### src/rtl/core/dcrc_pkg.sv
// shared types and constants for the drive can reply classifier
// no dependencies; used by dcrc_decode and drive_can_reply_classifier
package dcrc_pkg;

    localparam int unsigned POS_W   = 40;
    localparam int unsigned SCALE_W = 32;
    localparam int unsigned KIND_W  = 3;
    localparam int unsigned FAULT_W = 5;
    localparam int unsigned NUM_FAULTS = 23;

    localparam logic [SCALE_W-1:0] SCALE_RESET = 32'd386546747;

    // reply kinds
    localparam logic [KIND_W-1:0] KIND_ENCODER     = 3'd0;
    localparam logic [KIND_W-1:0] KIND_BUF_FULL    = 3'd1;
    localparam logic [KIND_W-1:0] KIND_BUF_EMPTY   = 3'd2;
    localparam logic [KIND_W-1:0] KIND_BUF_OTHER   = 3'd3;
    localparam logic [KIND_W-1:0] KIND_MOVE_ENDED  = 3'd4;
    localparam logic [KIND_W-1:0] KIND_TARGET      = 3'd5;
    localparam logic [KIND_W-1:0] KIND_CONTROL     = 3'd6;
    localparam logic [KIND_W-1:0] KIND_EMERGENCY   = 3'd7;

    localparam logic [FAULT_W-1:0] FAULT_NONE    = 5'd0;
    localparam logic [FAULT_W-1:0] FAULT_UNKNOWN = 5'd24;

    // frame byte values
    localparam logic [7:0] B_OBJ_POS_LO  = 8'h64;
    localparam logic [7:0] B_OBJ_HI      = 8'h60;
    localparam logic [7:0] B_OBJ_TGT_LO  = 8'h41;
    localparam logic [7:0] B_CTRL_LO     = 8'h01;
    localparam logic [7:0] B_CTRL_HI     = 8'hFF;
    localparam logic [7:0] B_BUF_SUB     = 8'h01;
    localparam logic [7:0] B_BUF_FULL    = 8'h20;
    localparam logic [7:0] B_BUF_EMPTY   = 8'h00;
    localparam logic [7:0] B_BUF_OTHER   = 8'h08;
    localparam logic [7:0] B_END_LO      = 8'h37;
    localparam logic [7:0] B_END_HI      = 8'h96;

    // emergency code pairs {byte1, byte0}, fault code is position plus one
    localparam logic [15:0] FAULT_PAIRS [NUM_FAULTS] = '{
        16'h0000, 16'h1000, 16'h2310, 16'h2340, 16'h3210, 16'h3220, 16'h4280,
        16'h4310, 16'h5441, 16'h5442, 16'h5443, 16'h6100, 16'h7500, 16'h8110,
        16'h8130, 16'h8331, 16'h8580, 16'h8611, 16'h9000, 16'hFF02, 16'hFF03,
        16'hFF04, 16'hFF05
    };

    // per-word state update controls from the decoder
    typedef struct packed {
        logic [KIND_W-1:0]  kind;
        logic [FAULT_W-1:0] fault;
        logic               pos_load;
        logic               full_set;
        logic               full_clr;
        logic               done_set;
        logic               target_load;
        logic               target_val;
    } t_class;

    function automatic logic [FAULT_W-1:0] fault_code(input logic [15:0] key);
        logic [FAULT_W-1:0] code;
        code = FAULT_UNKNOWN;
        for (int i = 0; i < NUM_FAULTS; i++) begin
            if (FAULT_PAIRS[i] == key) begin
                code = FAULT_W'(i + 1);
            end
        end
        return code;
    endfunction

endpackage

### src/rtl/core/drive_can_reply_classifier.sv
// top level of the drive can reply classifier: input register, decoder, result register
// depends on dcrc_pkg and dcrc_decode
//
//  channel  | signals                                  | direction
//  ---------+------------------------------------------+----------
//  in       | i_in_valid, o_in_ready, i_byte0..i_byte7 | frame in
//  out      | o_out_valid, i_out_ready, o_kind ..      | reply out
//  cfg      | i_cfg_valid, o_cfg_ready, i_position_scale | scale write
//
// a word passes the input register, then the result register; while results are taken,
// one word per cycle sustained, since decode and the 32x33 multiply finish in one pass.
// synchronous active-low reset clears both valid stages, the kept position and flags,
// and loads the default scale. a stalled result holds the pipe: the input register
// still takes a word while it is empty or its word moves to the result stage.
module drive_can_reply_classifier (
    input  logic                               i_clk,
    input  logic                               i_rst_n,
    input  logic                               i_in_valid,
    output logic                               o_in_ready,
    input  logic [7:0]                         i_byte0,
    input  logic [7:0]                         i_byte1,
    input  logic [7:0]                         i_byte2,
    input  logic [7:0]                         i_byte3,
    input  logic [7:0]                         i_byte4,
    input  logic [7:0]                         i_byte5,
    input  logic [7:0]                         i_byte6,
    input  logic [7:0]                         i_byte7,
    output logic                               o_out_valid,
    input  logic                               i_out_ready,
    output logic [dcrc_pkg::KIND_W-1:0]        o_kind,
    output logic [dcrc_pkg::FAULT_W-1:0]       o_fault,
    output logic signed [dcrc_pkg::POS_W-1:0]  o_position,
    output logic                               o_target_reached,
    output logic                               o_movement_done,
    output logic                               o_buffer_full,
    input  logic                               i_cfg_valid,
    output logic                               o_cfg_ready,
    input  logic [dcrc_pkg::SCALE_W-1:0]       i_position_scale
);

    logic                              r_in_valid;
    logic [7:0]                        r_b0, r_b1, r_b2, r_b3, r_b4, r_b5, r_b6, r_b7;
    logic                              r_out_valid;
    logic [dcrc_pkg::KIND_W-1:0]       r_kind;
    logic [dcrc_pkg::FAULT_W-1:0]      r_fault;
    logic [dcrc_pkg::POS_W-1:0]        r_position;
    logic                              r_target;
    logic                              r_done;
    logic                              r_full;
    logic [dcrc_pkg::SCALE_W-1:0]      r_scale;
    logic                              advance;
    logic                              in_take;
    dcrc_pkg::t_class                  cls;
    logic [dcrc_pkg::POS_W-1:0]        dec_position;

    // result stage frees up when empty or being taken
    assign advance     = !r_out_valid || i_out_ready;
    assign o_in_ready  = !r_in_valid || advance;
    assign in_take     = i_in_valid && o_in_ready;
    assign o_cfg_ready = 1'b1;

    dcrc_decode u_decode (
        .i_b0       (r_b0),
        .i_b1       (r_b1),
        .i_b2       (r_b2),
        .i_b3       (r_b3),
        .i_b4       (r_b4),
        .i_b5       (r_b5),
        .i_b6       (r_b6),
        .i_b7       (r_b7),
        .i_scale    (r_scale),
        .o_class    (cls),
        .o_position (dec_position)
    );

    always_ff @(posedge i_clk) begin
        if (!i_rst_n) begin
            r_scale <= dcrc_pkg::SCALE_RESET;
        end else if (i_cfg_valid) begin
            r_scale <= i_position_scale;
        end
    end

    always_ff @(posedge i_clk) begin
        if (!i_rst_n) begin
            r_in_valid <= 1'b0;
        end else if (o_in_ready) begin
            r_in_valid <= i_in_valid;
        end
    end

    always_ff @(posedge i_clk) begin
        if (in_take) begin
            r_b0 <= i_byte0;
            r_b1 <= i_byte1;
            r_b2 <= i_byte2;
            r_b3 <= i_byte3;
            r_b4 <= i_byte4;
            r_b5 <= i_byte5;
            r_b6 <= i_byte6;
            r_b7 <= i_byte7;
        end
    end

    // kept state changes only when a result loads, so it doubles as the result payload
    always_ff @(posedge i_clk) begin
        if (!i_rst_n) begin
            r_out_valid <= 1'b0;
            r_position  <= '0;
            r_target    <= 1'b0;
            r_done      <= 1'b0;
            r_full      <= 1'b0;
        end else if (advance) begin
            r_out_valid <= r_in_valid;
            if (r_in_valid) begin
                if (cls.pos_load) begin
                    r_position <= dec_position;
                end
                if (cls.target_load) begin
                    r_target <= cls.target_val;
                end
                if (cls.done_set) begin
                    r_done <= 1'b1;
                end
                if (cls.full_set) begin
                    r_full <= 1'b1;
                end else if (cls.full_clr) begin
                    r_full <= 1'b0;
                end
            end
        end
    end

    always_ff @(posedge i_clk) begin
        if (advance && r_in_valid) begin
            r_kind  <= cls.kind;
            r_fault <= cls.fault;
        end
    end

    assign o_out_valid      = r_out_valid;
    assign o_kind           = r_kind;
    assign o_fault          = r_fault;
    assign o_position       = r_position;
    assign o_target_reached = r_target;
    assign o_movement_done  = r_done;
    assign o_buffer_full    = r_full;

endmodule

### src/rtl/core/dcrc_decode.sv
// frame decoder: classifies one registered word and scales the encoder count
// depends on dcrc_pkg
module dcrc_decode (
    input  logic [7:0]                     i_b0,
    input  logic [7:0]                     i_b1,
    input  logic [7:0]                     i_b2,
    input  logic [7:0]                     i_b3,
    input  logic [7:0]                     i_b4,
    input  logic [7:0]                     i_b5,
    input  logic [7:0]                     i_b6,
    input  logic [7:0]                     i_b7,
    input  logic [dcrc_pkg::SCALE_W-1:0]   i_scale,
    output dcrc_pkg::t_class               o_class,
    output logic [dcrc_pkg::POS_W-1:0]     o_position
);

    logic signed [31:0] count;
    logic signed [32:0] scale_s;
    logic signed [64:0] product;
    logic               is_enc;
    logic               is_ctrl;
    logic               is_buf;
    logic               is_end;
    logic               is_tgt;

    // signed count times unsigned scale, floor shift by 24
    assign count      = {i_b7, i_b6, i_b5, i_b4};
    assign scale_s    = {1'b0, i_scale};
    assign product    = count * scale_s;
    assign o_position = product[63:24];

    assign is_enc  = (i_b1 == dcrc_pkg::B_OBJ_POS_LO) && (i_b2 == dcrc_pkg::B_OBJ_HI);
    assign is_ctrl = (i_b0 == dcrc_pkg::B_CTRL_LO) && (i_b1 == dcrc_pkg::B_CTRL_HI);
    assign is_buf  = is_ctrl && (i_b2 == dcrc_pkg::B_BUF_SUB);
    assign is_end  = (i_b0 == dcrc_pkg::B_END_LO) && (i_b1 == dcrc_pkg::B_END_HI);
    assign is_tgt  = (i_b1 == dcrc_pkg::B_OBJ_TGT_LO) && (i_b2 == dcrc_pkg::B_OBJ_HI);

    always_comb begin
        o_class            = '0;
        o_class.fault      = dcrc_pkg::FAULT_NONE;
        o_class.target_val = i_b5[2];
        if (is_enc) begin
            o_class.kind     = dcrc_pkg::KIND_ENCODER;
            o_class.pos_load = 1'b1;
        end else if (is_buf && i_b4 == dcrc_pkg::B_BUF_FULL) begin
            o_class.kind     = dcrc_pkg::KIND_BUF_FULL;
            o_class.full_set = 1'b1;
        end else if (is_buf && i_b4 == dcrc_pkg::B_BUF_EMPTY) begin
            o_class.kind     = dcrc_pkg::KIND_BUF_EMPTY;
            o_class.full_clr = 1'b1;
        end else if (is_buf && i_b3 == dcrc_pkg::B_BUF_OTHER) begin
            o_class.kind     = dcrc_pkg::KIND_BUF_OTHER;
        end else if (is_end) begin
            o_class.kind     = dcrc_pkg::KIND_MOVE_ENDED;
            o_class.done_set = 1'b1;
        end else if (is_tgt) begin
            o_class.kind        = dcrc_pkg::KIND_TARGET;
            o_class.target_load = 1'b1;
        end else if (is_ctrl) begin
            o_class.kind     = dcrc_pkg::KIND_CONTROL;
        end else begin
            o_class.kind     = dcrc_pkg::KIND_EMERGENCY;
            o_class.fault    = dcrc_pkg::fault_code({i_b1, i_b0});
        end
    end

endmodule

### config.mk
export PLATFORM = sky130hd
export DESIGN_NAME = drive_can_reply_classifier
export DESIGN_NICKNAME = d
export VERILOG_FILES = /design/src/rtl/core/dcrc_pkg.sv /design/src/rtl/core/drive_can_reply_classifier.sv /design/src/rtl/core/dcrc_decode.sv
export SDC_FILE = /design/constraint.sdc
export NUM_CORES = 2
export LEC_CHECK = 0
export ABC_CLOCK_PERIOD_IN_PS = 16600
export BUFFER_PORTS_ARGS = -buffer_cell sky130_fd_sc_hd__buf_2
export CORE_AREA = 2 2 398 400
export DETAILED_ROUTE_END_ITERATION = 16
export DIE_AREA = 0 0 400 402
export GPL_TIMING_DRIVEN = 1
export HOLD_SLACK_MARGIN = 0.03
export PLACE_DENSITY_LB_ADDON = 0.12
export REMOVE_ABC_BUFFERS = 1
export SLEW_MARGIN = 30
export SYNTH_ARGS = -nofsm -noshare
export SYNTH_HDL_FRONTEND = slang
export SYNTH_SLANG_ARGS = --single-unit
### constraint.sdc
create_clock -name i_clk -period 16.6 [get_ports i_clk]
set_clock_uncertainty 0.1 [all_clocks]
set_input_delay 1.66 -clock i_clk [delete_from_list [all_inputs] [get_ports i_clk]]
set_output_delay 1.66 -clock i_clk [all_outputs]
set_load 0.05 [all_outputs]
Yosys cells after proc, flatten, opt, wreduce, memory -nomap -nowiden
Cells that the tools add are included.
Word-level totals
  register bits: 149
  bits in latches: 0
  memory bits (writable): 0
  bits in read-only memories: 0
  input port bits: 101
  word-level logic and storage cells: 119
  memories kept: 0
Cells by class
  $add $sub $neg: 0
  multipliers: 1
  divide/modulo/power cells: 0
  order comparisons: 0
  equality and inequality tests: 32
  shift operators: 0
  mux-type cells: 41
  bitwise gates (word level): 0
  reductions and logical operators: 25
Operators with widths (count)
  equality test 16 bit (first input constant): 10
  two-way mux 5 bit: 23
  equality test 15 x 16 -> 1 bit (first input constant): 7
  equality test 14 x 16 -> 1 bit (first input constant): 4
  multiplier 32 x 33 -> 64 bit: 1
  equality test 8 x 7 -> 1 bit (second input constant): 3
  equality test 13 x 16 -> 1 bit (first input constant): 1
  equality test 8 x 1 -> 1 bit (second input constant): 2
  equality test 8 x 6 -> 1 bit (second input constant): 2
  equality test 8 bit (second input constant): 2
  zero test 16 bit: 1
  OR reduction 15 bit: 1
  AND reduction 3 bit: 4
  logical AND 1 bit: 10
  two-way mux 1 bit: 10
  two-way mux 3 bit: 3
  equality test 8 x 4 -> 1 bit (second input constant): 1
  zero test 8 bit: 1
  two-way mux 2 bit: 4
  OR reduction 7 bit: 1
  two-way mux 4 bit: 1
  OR reduction 4 bit: 1
  zero test 1 bit: 2
  logical OR 1 bit: 2
  other kinds (2): 2

Logic depth before layout (Yosys ltp)
  word-level depth: 24
  gate-level depth with buffers: 28
  mapped depth without buffers: 26

Hierarchy
Synthesis repeated with hierarchy kept, for this count alone.
Second synthesis, totals
  cells, all modules: 4144
  area total of the unflattened synthesis: 39202.6 µm²
By module, submodules not included
  dcrc_decode: instances 1, cells an instance 3770, area an instance 34026.4 µm², sequential area each 0.0 µm²
  drive_can_reply_classifier: instances 1, cells an instance 374, area an instance 5176.2 µm², sequential area each 3703.6 µm²

Worst setup path before layout
OpenSTA, ideal clock, no wires.
  path kind: register to register
  start point: reg r_b7[7]
  end point: reg r_position, in the netlist o_position[32]
  library setup time: 0.132 ns
  arrival: 6.909 ns
  data required time: 16.368 ns
  path slack: 9.458 ns
  stages on the path, launching flop included: 28
  buffers on the path: 2
  path through: edfxtp_1 > clkinv_1 > clkbuf_1 > fa_1 > inv_1 > fa_1 > fa_1 > inv_1 > fa_1 > inv_1 > fa_1 > fa_1 > fa_1 > inv_1 > fa_1 > inv_1 > ha_1 > clkbuf_1 > a21oi_1 > o21ai_0 > a221o_1 > a21oi_1 > o311ai_0 > nand4_1 > a21oi_1 > o22ai_1 > xor2_1 > a21oi_1
On the way
  cells in the longest elaborated chain, start to end: 1
Ends and longest elaborated chain
  start: declaration: RTL line drive_can_reply_classifier.sv:42  | logic [7:0] r_b0, r_b1, r_b2, r_b3, r_b4, r_b5, r_b6, r_b7;
  start signal: assignment: RTL line drive_can_reply_classifier.sv:101  | r_b7 <= i_byte7;
  multiplier 32 x 33 -> 64 bit: RTL line dcrc_decode.sv:29  | assign product = count * scale_s;
  end signal: assignment: RTL line drive_can_reply_classifier.sv:117  | r_position <= dec_position;
  end: declaration: RTL line drive_can_reply_classifier.sv:46  | logic [dcrc_pkg::POS_W-1:0] r_position;
No other way between the ends.
A chain may end at the register's enable or synchronous reset.

Worst setup path in the final report
  start point: reg r_scale[14] in the netlist's numbering
  end point: reg r_position, in the netlist o_position[32]
On the way
  cells in the longest elaborated chain, start to end: 1
Ends and longest elaborated chain
  start: declaration: RTL line drive_can_reply_classifier.sv:50  | logic [dcrc_pkg::SCALE_W-1:0] r_scale;
  start signal: assignment: RTL line drive_can_reply_classifier.sv:78  | r_scale <= dcrc_pkg::SCALE_RESET;
  start signal: assignment: RTL line drive_can_reply_classifier.sv:80  | r_scale <= i_position_scale;
  multiplier 32 x 33 -> 64 bit: RTL line dcrc_decode.sv:29
No other way between the ends.

==> flow_summary.json <==
{
  "status": "finished clean",
  "ys_seq_area_share_pct": 9.52,
  "worst-path-stages": 25,
  "postCtsResizedCells": 0,
  "clkLatencyLatePin_ns": 0.52,
  "cts_tree": "yes",
  "slowest_delay_ns": 0.69,
  "cts_sinks": 149,
  "synth_flop_cell": "dfxtp_1",
  "relSlewSlack_pct": 38.6,
  "clk_pin_slew_ns": 0.08,
  "layout_common_cells": "fa_1, inv_1, and2_1",
  "synth_area_per_cell_um2": 9.42,
  "grt.total_usage_pct": 18.4,
  "die_h_um": 402,
  "synth.cell_area_um2": 38900,
  "first_iter_violations": 1464,
  "grt_max_degree": 65,
  "rows": 146,
  "wl_per_cell_um": 22.7,
  "die-area_um2": 161000,
  "critPathTopFamily": "adder cells",
  "grt_overflow": 0,
  "cts_setup_buffers": 0,
  "area_delta_synth_final_pct": 9.54,
  "grt_first_pass_wirelength_um": 215000,
  "critical_path.endpoint_type": "flop",
  "critPathMostFrequentCell": "fa_1",
  "start_util_pct": 24.8,
  "yosysTopAreaCellShare_pct": 46.1,
  "cts_buffer_depth": 2,
  "viasPerCell": 4.45,
  "ys_warn_count": 0,
  "grt_pass1_vias": 31300,
  "synthTopCellsByArea": "fa_1, and2_1, ha_1, inv_1, edfxtp_1",
  "cp_num_buf_inv": 5,
  "gp_congestion": 0.836,
  "design_area_um2": 42600,
  "antenna_found_initial": 18,
  "startpoint_type": "flop",
  "io_buffers": 153,
  "worstMarginPinSlew_ns": 0.911,
  "nNetsFinal": 5435,
  "core_um2": 157000,
  "postPlaceCellArea_um2": 42000,
  "worstSetupPathType": "flop to flop",
  "slew_violations": 0,
  "timing.setup.tns_ns": 0,
  "yosys.area.top_type": "fa_1",
  "hold_viol_final": 0,
  "yosysUniqueCellTypes": 74,
  "max_freq_mhz": 116,
  "maxCapViolCount": 0,
  "finalCritPeriodShare_pct": 51.9,
  "critPathSlowestCell": "o311ai_2",
  "ctsRootBufferMaster": "clkbuf_16",
  "min_path_cells": 2,
  "syn_inst": 4129,
  "hold_buffers": 0,
  "cp.required_ns": 16.95,
  "ys_seq_elements": 149,
  "min_path_type": "flop to flop",
  "numCtsBuffers": 17,
  "dr.pass1.iters": 5,
  "finalCriticalPeriod_ns": 8.62,
  "critPathMaxFanout": 26,
  "dpl.hpwl_um": 105000,
  "ant_nets": 0,
  "ys_async_sr_fraction_pct": 0,
  "synth_edf_count": 72,
  "die_x_um": 400,
  "finalSetupViolCount": 0,
  "htree_levels": 4,
  "utilization_pct": 27.1,
  "layout.cells.most_common": "fa_1",
  "rsz0062_at_grt": "no",
  "worstRegToRegCells": 25,
  "routed_wl_um": 142000,
  "crit_arrival_ns": 8.97,
  "layout-drive-gt1-share_pct": 6.94,
  "boundaryPins": 155,
  "drc": 0,
  "vias": 27800
}
-- metal layers --
metal	up-vias	share of wire, %	global-route usage, %
met5	-	0	0
met4	0	1.5	3.01
met3	72	3.6	1.56
met2	546	48	31.1
met1	14900	47	25.8
li1	12300	-	-
-- Yosys cell counts (4+ instances only) --
cell	number
fa_1	896
nor4b_1	6
xnor2_1	29
and3_1	6
o21ai_0	78
a21oi_1	71
nand2b_1	24
nand3b_1	5
nor2b_1	28
nor2_1	69
or4_1	4
nor3_1	16
and2_1	648
nor4_1	9
nand4_1	23
ha_1	287
edfxtp_1	72
clkbuf_1	225
dfxtp_1	77
a21boi_0	5
a21o_1	25
nand3_1	36
a211o_1	4
o21bai_1	14
inv_1	870
xor2_1	13
o211ai_1	8
nand2_1	475
mux2i_1	33
a31oi_1	6
-- final timing paths --
check / from / end / slack, ns
max: r_scale[14] / o_position[32] / 7.98
min: o_buffer_full / o_buffer_full / 0.37
max reg2reg: r_scale[14] / o_position[32] / 7.98
min reg2reg: o_buffer_full / o_buffer_full / 0.37
-- worst register-to-register path: stages, from the launching register on --
cell and delay, ns:
dfxtp_1 0.56, buf_4 0.54, and2_1 0.24, fa_1 0.43, fa_1 0.49, inv_1 0.05
fa_1 0.48, fa_1 0.54, inv_1 0.05, fa_1 0.50, inv_1 0.06, fa_1 0.52
inv_1 0.05, fa_1 0.51, fa_1 0.42, ha_1 0.32, nand2_1 0.13, nor4_1 0.47
o2111a_1 0.42, nor4_2 0.13, o311ai_2 0.70, nand4_1 0.28, a21oi_1 0.20, o22ai_1 0.09
xor2_1 0.15, a21oi_1 0.14
-- logic make-up (layout without fill, tap and decap cells) --
family,Yosys count,in the layout,synth area share [%]
compound gates,253,253,4.10
xor+xnor,42,42,0.946
fa+ha+maj,1183,1183,55.4
buf+inv,1102,1137,10.7
flops,149,149,9.52
mux,33,33,0.849
other cells,1,6,0.00964
simple gates,1366,1366,18.5
-- area by class of cell --
type                            instances  area [µm²]
Inverter                              871        3270
Fill cell                           17000      114000
Antenna cell                            5        12.5
Tap cell                             2072        2590
Sequential cell                       149        3700
Clock inverter                         14         141
Clock buffer                           18         450
Multi-Input combinational cell       2878       31100
Timing Repair Buffer                  234        1380
-- state kept, by name (all words and copies together), names as in the netlist --
signal,cells
o_position,40
r_scale,32
r_b0,8
r_b1,8
r_b2,8
r_b3,8
r_b4,8
r_b5,8
r_b6,8
r_b7,8
o_fault,5
o_kind,3
o_buffer_full,1
o_movement_done,1
o_out_valid,1
o_target_reached,1
r_in_valid,1
-- per-stage QoR --
| stage | instances | hold WS [ns] | worst slack [ns] |
|---|---|---|---|
| after floorplan | 3898 | 0.377 | 9.32 |
| after global placement | 6204 | 0.353 | 7.82 |
| after detailed placement | 6204 | 0.361 | 7.99 |
| after CTS | 6236 | 0.371 | 7.97 |
| after global routing | 6236 | 0.395 | 7.53 |
| final | 6241 | 0.365 | 7.98 |
Power is left out: the tool's default activity adds up to more than one toggle a clock period on the data nets, which glitch-free logic cannot reach.
